==> src/rtl/core/bts_pkg.sv <==
// ----------------------------------------------------------------------------
// bts_pkg
// Shared types and constants for the bilinear texture sampler.
// ----------------------------------------------------------------------------
package bts_pkg;

  localparam int DEF_MAX_WIDTH  = 256;
  localparam int DEF_MAX_HEIGHT = 256;

  localparam int TEXEL_W = 24;
  localparam int DIM_W   = 9;
  localparam int CHAN_W  = 16;

  // Configuration register indexes
  localparam logic REG_TEX_WIDTH  = 1'b0;
  localparam logic REG_TEX_HEIGHT = 1'b1;

  // Item kinds
  localparam logic ACT_WRITE  = 1'b0;
  localparam logic ACT_SAMPLE = 1'b1;

  // Magenta, returned when the texture width or height is zero
  localparam logic [CHAN_W-1:0] MAGENTA_HI = 16'hFF00;
  localparam logic [CHAN_W-1:0] MAGENTA_LO = 16'h0000;

  // Control that travels with each beat down the pipe
  typedef struct packed {
    logic vld;
    logic smp;
    logic nt;
  } bts_ctl_t;

endpackage

==> src/rtl/core/bts_coord.sv <==
// ----------------------------------------------------------------------------
// bts_coord
// Coordinate stages: wrap u, clamp v, scale, then form the four neighbour
// addresses and the fractional weights.
// ----------------------------------------------------------------------------
module bts_coord
  import bts_pkg::*;
#(
  parameter int MAX_WIDTH  = DEF_MAX_WIDTH,
  parameter int MAX_HEIGHT = DEF_MAX_HEIGHT,
  parameter int AW         = $clog2(MAX_WIDTH * MAX_HEIGHT)
) (
  input  logic             clk,
  input  logic             rst,
  input  logic             adv,
  input  logic             in_vld,
  input  logic             action,
  input  logic [15:0]      texel_index,
  input  logic [23:0]      texel_rgb,
  input  logic [31:0]      u_coord,
  input  logic [31:0]      v_coord,
  input  logic [DIM_W-1:0] tex_width,
  input  logic [DIM_W-1:0] tex_height,
  output bts_ctl_t         ctl2,
  output logic             we2,
  output logic [AW-1:0]    waddr2,
  output logic [23:0]      wdata2,
  output logic [AW-1:0]    a00,
  output logic [AW-1:0]    a10,
  output logic [AW-1:0]    a01,
  output logic [AW-1:0]    a11,
  output logic [15:0]      tx2,
  output logic [15:0]      ty2
);

  localparam int STORE = MAX_WIDTH * MAX_HEIGHT;
  localparam logic [DIM_W-1:0] MAXW = (MAX_WIDTH > 511) ? DIM_W'(511) : DIM_W'(MAX_WIDTH);
  localparam logic [DIM_W-1:0] MAXH = (MAX_HEIGHT > 511) ? DIM_W'(511) : DIM_W'(MAX_HEIGHT);

  logic [DIM_W-1:0] w_sat, h_sat;
  logic [16:0]      fv;
  logic             wr_ok;

  bts_ctl_t         ctl1;
  logic [DIM_W-1:0] w1, h1;
  logic [24:0]      x1p;
  logic [25:0]      y1p;
  logic             we1;
  logic [AW-1:0]    waddr1;
  logic [23:0]      wdata1;

  logic [DIM_W-1:0] wm1, hm1, x0, y0, xn, yn;
  logic [9:0]       y0w, x0i, y0i;
  logic [18:0]      row0, row1;

  // Saturate dimensions, clamp v
  always_comb begin
    w_sat = (tex_width > MAXW) ? MAXW : tex_width;
    h_sat = (tex_height > MAXH) ? MAXH : tex_height;
    if (v_coord[31]) begin
      fv = 17'd0;
    end else if (v_coord > 32'h0001_0000) begin
      fv = 17'h1_0000;
    end else begin
      fv = v_coord[16:0];
    end
    wr_ok = ({16'd0, texel_index} < 32'(STORE));
  end

  // Stage 1: scale coordinates by dimension minus one
  always_ff @(posedge clk) begin
    if (rst) begin
      ctl1 <= '0;
    end else if (adv) begin
      ctl1.vld <= in_vld;
      ctl1.smp <= (action == ACT_SAMPLE);
      ctl1.nt  <= (w_sat == '0) || (h_sat == '0);
    end
  end

  always_ff @(posedge clk) begin
    if (adv) begin
      w1     <= w_sat;
      h1     <= h_sat;
      x1p    <= {9'd0, u_coord[15:0]} * {16'd0, w_sat - DIM_W'(1)};
      y1p    <= {9'd0, fv} * {17'd0, h_sat - DIM_W'(1)};
      we1    <= in_vld && (action == ACT_WRITE) && wr_ok;
      waddr1 <= AW'(texel_index);
      wdata1 <= texel_rgb;
    end
  end

  // Neighbours, clamped to the last column and row
  always_comb begin
    wm1 = w1 - DIM_W'(1);
    hm1 = h1 - DIM_W'(1);
    x0i = {1'b0, x1p[24:16]};
    y0i = y1p[25:16];
    x0  = (x0i > {1'b0, wm1}) ? wm1 : x0i[DIM_W-1:0];
    y0  = (y0i > {1'b0, hm1}) ? hm1 : y0i[DIM_W-1:0];
    xn  = ({1'b0, x0} + 10'd1 < {1'b0, w1}) ? x0 + DIM_W'(1) : wm1;
    yn  = ({1'b0, y0} + 10'd1 < {1'b0, h1}) ? y0 + DIM_W'(1) : hm1;
    y0w = {1'b0, y0};
    row0 = {9'd0, y0w} * {10'd0, w1};
    row1 = {10'd0, yn} * {10'd0, w1};
  end

  // Stage 2: linear addresses and weights
  always_ff @(posedge clk) begin
    if (rst) begin
      ctl2 <= '0;
    end else if (adv) begin
      ctl2 <= ctl1;
    end
  end

  always_ff @(posedge clk) begin
    if (adv) begin
      we2    <= we1 && ctl1.vld;
      waddr2 <= waddr1;
      wdata2 <= wdata1;
      a00    <= AW'(row0 + 19'(x0));
      a10    <= AW'(row0 + 19'(xn));
      a01    <= AW'(row1 + 19'(x0));
      a11    <= AW'(row1 + 19'(xn));
      tx2    <= x1p[15:0];
      ty2    <= y1p[15:0];
    end
  end

endmodule

==> config.mk <==
export PLATFORM = sky130hd
export DESIGN_NAME = bts_coord
export DESIGN_NICKNAME = d
export VERILOG_FILES = /design/src/rtl/core/bts_pkg.sv /design/src/rtl/core/bts_coord.sv
export SDC_FILE = /design/constraint.sdc
export NUM_CORES = 1
export LEC_CHECK = 0
export BUFFER_PORTS_ARGS = -buffer_cell sky130_fd_sc_hd__buf_2
export CELL_PAD_IN_SITES_DETAIL_PLACEMENT = 1
export CELL_PAD_IN_SITES_GLOBAL_PLACEMENT = 2
export CORE_ASPECT_RATIO = 0.7
export CORE_MARGIN = 2
export CORE_UTILIZATION = 39
export DETAILED_ROUTE_END_ITERATION = 12
export PLACE_DENSITY = 0.86
export SLEW_MARGIN = 20
export SYNTH_ARGS = -nofsm -noshare
export SYNTH_HDL_FRONTEND = slang
export SYNTH_SLANG_ARGS = --single-unit
==> constraint.sdc <==
create_clock -name clk -period 15.7 [get_ports clk]
set_clock_uncertainty 0.2 [all_clocks]
set_input_delay 3.14 -clock clk [delete_from_list [all_inputs] [get_ports clk]]
set_output_delay 3.14 -clock clk [all_outputs]
set_load 0.005 [all_outputs]
---- Word level (Yosys, flattened, before mapping) ----
Cells that the tools add are included.
word-level totals
  output and inout bits ................... 140
  bits in registers ....................... 253
  input bits .............................. 127
cells by class
  order comparisons ....................... 7
  add/sub/neg operators ................... 12
  bitwise logic cells ..................... 1
  multiply operators ...................... 4
  muxes and demuxes ....................... 8
  reductions and logical operators ........ 5
operators by type and width
  kind                  count
  $add 16x9->16         4
  $mux 9                6
  $sub 9x1->9 const B   4
  $mux 17               2
  $gt 32x17->1 const B  1
  $mul 9x9->16          2
  $mul 17x9->26         1
  $mul 16x9->25         1
  $add 9x1->10 const B  2
  $lt 10x9->1           2
  $add 9x1->9 const B   2
  $gt 9x9->1 const B    2
  $logic_not 9->1       2
  $gt 10x9->1           1
  $gt 9x9->1            1
  $logic_and 1x1->1     2
  $logic_or 1x1->1      1
  $not 1->1             1

---- Longest topological paths before layout ----
  depth after elaboration ................. 8
  depth in mapped cells ................... 57
  gate-level depth less buffers ........... 50

---- Worst setup path before layout ----
Ideal clock, no wire load.
  path kind ............................... flip-flop to flip-flop
  start ................................... register h1[0]
  end ..................................... register a11[15], data pin
  required time ........................... 15.234 ns
  stages on the path, launching flop included .. 52
  slack ................................... 3.985 ns
  arrival time ............................ 11.249 ns
  buffers on the path ..................... 7
  setup time .............................. 0.266 ns
  cell sequence ........................... edfxtp_1 -> clkbuf_1 -> inv_1 -> ha_1 -> buf_4 -> or3b_1 -> buf_2 -> nor2_1 -> nand2_1 -> xnor2_2 -> ha_1 -> and4b_1 -> and4_1 -> a21oi_1 -> buf_2 -> buf_1 -> nor2_1 -> a21oi_1 -> [... 16 more ...] -> fa_1 -> fa_1 -> fa_1 -> inv_1 -> fa_1 -> inv_1 -> ha_1 -> clkbuf_1 -> a21o_1 -> a21oi_1 -> o41ai_1 -> a21o_1 -> a21oi_1 -> or3_1 -> a21boi_0 -> a2111oi_4 -> xnor3_1 -> xor2_1
on the way
  word-level cells in the longest chain between the ends .. 8
  elaborated cells between the ends (all ways) .. 9
  those cells by class .................... add/sub: 4; mul: 1; order compare: 2; mux: 2
ends and longest elaborated chain
  what                    RTL line          text
  start, declared         bts_coord.sv:45   logic [DIM_W-1:0] w1, h1;
  start signal, assigned  bts_coord.sv:84   h1 <= h_sat;
  $sub 9x1->9             bts_coord.sv:96   hm1 = h1 - DIM_W'(1);
  $gt 10x9->1             bts_coord.sv:100  y0 = (y0i > {1'b0, hm1}) ? hm1 : y0i[DIM_W-1:0];
  $mux 9                  bts_coord.sv:100
  $add 9x1->10            bts_coord.sv:102  yn = ({1'b0, y0} + 10'd1 < {1'b0, h1}) ? y0 + DIM_W'(1) : hm1;
  $lt 10x9->1             bts_coord.sv:102
  $mux 9 (*)              bts_coord.sv:102
  $mul 9x9->16 (*)        bts_coord.sv:105  row1 = {10'd0, yn} * {10'd0, w1};
  $add 16x9->16 (*)       bts_coord.sv:125  a11 <= AW'(row1 + 19'(xn));
  end signal, assigned    bts_coord.sv:125
  end, declared           bts_coord.sv:31   output logic [AW-1:0] a11,
Mark *: on every way between the ends. The rest lies on a longest branch, timed or not.
A chain may end at the register's enable or synchronous reset.

---- Final worst setup path ----
  start ................................... register h1[0]
  end ..................................... register a01[15], data pin
on the way
  word-level cells in the longest chain between the ends .. 8
  elaborated cells between the ends (all ways) .. 9
  those cells by class .................... add/sub: 4; mul: 1; order compare: 2; mux: 2
ends and longest elaborated chain
  what                  RTL line          text
  $sub 9x1->9           bts_coord.sv:96
  $gt 10x9->1           bts_coord.sv:100
  $mux 9                bts_coord.sv:100
  $add 9x1->10          bts_coord.sv:102
  $lt 10x9->1           bts_coord.sv:102
  $mux 9 (*)            bts_coord.sv:102
  $mul 9x9->16 (*)      bts_coord.sv:105
  $add 16x9->16 (*)     bts_coord.sv:124  a01 <= AW'(row1 + 19'(x0));
  end signal, assigned  bts_coord.sv:124
  end, declared         bts_coord.sv:30   output logic [AW-1:0] a01,
Marked as above.

==> results.md <==
| Step | Item | Value |
| --- | --- | --- |
| outcome | Outcome | finished, final reports clean |
| cts | CTS Sinks | 253 |
| drt | DRC violation count after routing | 0 |
| floorplan | I/O pins | 267 |
| sta | Number of max-slew violations in the final report | 0 |
| drt | DR iter-0 viols | 893 |
| cts | Post-cts resize count | 0 |
| sta | WHS | 0.212 ns |
| setup path | Required time of the worst setup path | 15.81 ns |
| yosys | Gate count after technology mapping | 2570 |
| cells and area | Most used cells in the layout excluding fill and tap cells | sky130_fd_sc_hd__inv_1, sky130_fd_sc_hd__fa_1, sky130_fd_sc_hd__nand2_1, sky130_fd_sc_hd__buf_2, sky130_fd_sc_hd__edfxtp_1 |
| global route | Total gr overflow | 0 |
| drt | Mean number of vias per cell | 5.02 |
| sta | Post-Route Setup TNS | 0 ns |
| cts | TritonCTS clock tree | done |
| floorplan | Core Box Area | 65100 um^2 |
| floorplan | Row Count | 78 |
| drt | Post-Route WL | 67700 um |
| sta | Normalized max-slew margin | 27.2% |
| sta | Setup repair after global routing missed its margin | no |
| setup path | Critical Path Slowest Stage Cell | sky130_fd_sc_hd__a21oi_1 |
| yosys | Number of flip-flops and latches in the synthesized netlist | 253 |
| cts | Count of H-tree levels built during CTS | 1 |
| setup path | Category of the worst setup path launch point | flip-flop |
| global route | Global-route wire length before repair | 110000 um |
| cts | Clock insertion delay at the later pin of the skew report | 0.55 ns |
| setup path | Startpoint of the most critical register-to-register path | h1[0] |
| sta | Count of final setup violators | 0 |
| yosys | Share of flip-flops with an asynchronous set or reset | 0% |
| yosys | Count of distinct cell types in the synthesized netlist | 75 |
| floorplan | Die Y | 219 um |
| yosys | Count of flip-flops with a built-in enable after synthesis | 247 |
| cells and area | Proportion of layout cells with a drive suffix above 1 | 12.4% |
| sta | Time the worst path needs with I/O delays and setup | 13.93 ns |
| global route | Number of antenna violations at the first check in global routing | 3 |
| worst hold path | Type of the worst min-delay path | reg -> reg |
| floorplan | Die Footprint | 68200 um^2 |
| global route | Number of global-route vias before repair | 20600 |
| setup path | Critical Path Sink Type | flip-flop |
| cts | Number of buffers inserted by hold repair at cts | 0 |
| yosys | Sequential element share of the synthesized area | 29.2% |
| placed design | Placement-stage worst setup slack | 1.68 ns |
| cells and area | Final Net Count | 3464 |
| cts | Root Buffer Master | sky130_fd_sc_hd__clkbuf_16 |
| drt | Total via count after detailed routing | 18600 |
| sta | Least-Margin Pin Slew | 1.09 ns |
| cts | Buffer depth of the longest clock path | 3 |
| yosys | Post-synthesis instance area | 25800 um^2 |
| floorplan | Starting density of the core | 39.6% |
| global route | Maximum number of pins on one net before global-route repair | 113 |
| drt | Count of antenna-violating nets left after detailed routing | 0 |
| placed design | Quantity of I/O buffers inserted on ports | 250 |
| placed design | GP Congestion | 0.870 |
| floorplan | Horiz. Die Dim | 311 um |
| sta | Max Clk Rate | 71.8 MHz |
| setup path | Crit path DAT | 14.05 ns |
| sta | Endpoints failing hold | 0 |
| cells and area | Most common library cell in the layout ignoring fill and taps | sky130_fd_sc_hd__inv_1 |
| drt | Average detailed-routed wire length per instance | 18.3 um |
| cells and area | Area Growth Syn to Fin | 12.3% |
| setup path | Crit Path Max Fanout | 30 |
| worst hold path | Source of the worst hold timing path | x1p[10] |
| setup path | Most repeated library cell on the critical path | sky130_fd_sc_hd__ha_1 |
| drt | First-pass iteration count of the detailed router | 4 |
| cts | CTS clock-pin slew for the worst setup and hold paths | 0.07 ns |
| cts | Post-CTS setup repair buffer count | 0 |
| yosys | Flip-flop cell with the highest count after synthesis | sky130_fd_sc_hd__edfxtp_1 |
| global route | Overall track demand over capacity in global routing | 20.1% |
| yosys | Synthesis Warnings | 0 |
| yosys | Average size of a mapped cell | 10.0 um^2 |
| setup path | Timing startpoint of the critical path | h1[0] |
| setup path | Critical Path Max Stage Delay | 0.88 ns |
| placed design | Cell area after placement | 28100 um^2 |
| setup path | Kind of critical path | reg -> reg |
| sta | Final clock period utilization by the worst path | 88.7% |
| flow run | Max-cap viol count | 0 |
| cells and area | Final standard cell area without fillers | 28900 um^2 |
| yosys | Syn Nets | 3235 |
| cts | Clock buffer count from CTS | 27 |
| placed design | Post-DP HPWL | 55000 um |
| sta | Fin worst setup slack | 1.77 ns |
## final timing paths
kind | endpoint | slack (ns) | cells after the start
setup reg to reg | a01[15] | 1.77 | 45
hold reg to reg | tx2[10] | 0.21 | 0
setup / recovery | a01[15] | 1.77 | 45
hold / removal | tx2[10] | 0.21 | 0
## sequential cells by signal (all words and copies together) (netlist names), 9 cells and up
| register | flops |
|---|---|
| a10 | 16 |
| a01 | 16 |
| h1 | 9 |
| x1p | 25 |
| y1p | 26 |
| w1 | 9 |
| a11 | 16 |
| wdata2 | 24 |
| waddr1 | 16 |
| a00 | 16 |
| tx2 | 16 |
| wdata1 | 24 |
| ty2 | 16 |
| waddr2 | 16 |
## metrics by stage
step | instances | utilization [%]
3_3_place_gp | 3650 | 43.1
6_report | 3702 | 44.5
2_1_floorplan | 2570 | -
3_5_place_dp | 3650 | 43.1
5_1_grt | 3702 | 44.5
4_1_cts | 3699 | 44.4
## metal layers
layer	vias up	GRT usage [%]	wire, um
met5	-	0	0
met4	0	3.82	969
met3	58	2.36	2810
met2	385	34.8	32500
met1	9409	27.5	31500
li1	8741	-	-
## worst max-delay path, delay by kind of cell, from the launching register on
kind,cells,cell delay (ns)
buffers and inverters,4,0.64
adder cells (fa/ha/maj),9,3.82
multiplexers,1,0.19
flip-flops,1,0.51
AO/OA/AOI/OAI,14,4.37
AND/OR/NAND/NOR,13,2.74
XOR/XNOR,4,1.14
## final cells by class
type	count	area, um^2
fill	7432	36200
multi-input combinational	1810	16300
sequential	253	7540
inverter	428	1610
timing repair buffer	279	1480
tap	880	1100
clock buffer	30	687
clock inverter	19	173
antenna	3	7.51
## Yosys cell counts (28+ instances only)
| cell | count | share of area, % |
|---|---|---|
| sky130_fd_sc_hd__inv_1 | 427 | 6.2 |
| sky130_fd_sc_hd__fa_1 | 307 | 24 |
| sky130_fd_sc_hd__nand2_1 | 299 | 4.4 |
| sky130_fd_sc_hd__edfxtp_1 | 247 | 29 |
| sky130_fd_sc_hd__ha_1 | 231 | 11 |
| sky130_fd_sc_hd__nor2_1 | 159 | 2.3 |
| sky130_fd_sc_hd__and2_1 | 117 | 2.8 |
| sky130_fd_sc_hd__xnor2_1 | 99 | 3.4 |
| sky130_fd_sc_hd__a21oi_1 | 85 | 1.7 |
| sky130_fd_sc_hd__o21ai_0 | 68 | 1.3 |
| sky130_fd_sc_hd__clkbuf_1 | 66 | 0.96 |
| sky130_fd_sc_hd__nor2b_1 | 62 | 1.5 |
| sky130_fd_sc_hd__nand2b_1 | 59 | 1.4 |
| sky130_fd_sc_hd__xor2_1 | 45 | 1.5 |
| sky130_fd_sc_hd__nor3_1 | 34 | 0.66 |
| sky130_fd_sc_hd__nand3_1 | 28 | 0.54 |
## cells by family (layout without fill, tap and decap cells)
family          Yosys count  in the layout  synth area share [%]
simple gates            826            826                  15.6
fa+ha+maj               538            538                  35.1
buf+inv                 507            756                  7.42
compound gates          281            281                  6.90
flops                   253            253                  29.2
xor+xnor                146            146                  5.04
mux                      19             19                 0.767
other cells               0              3                     0
Power is left out: the tool's default activity adds up to more than one toggle a clock period on the data nets, which glitch-free logic cannot reach.
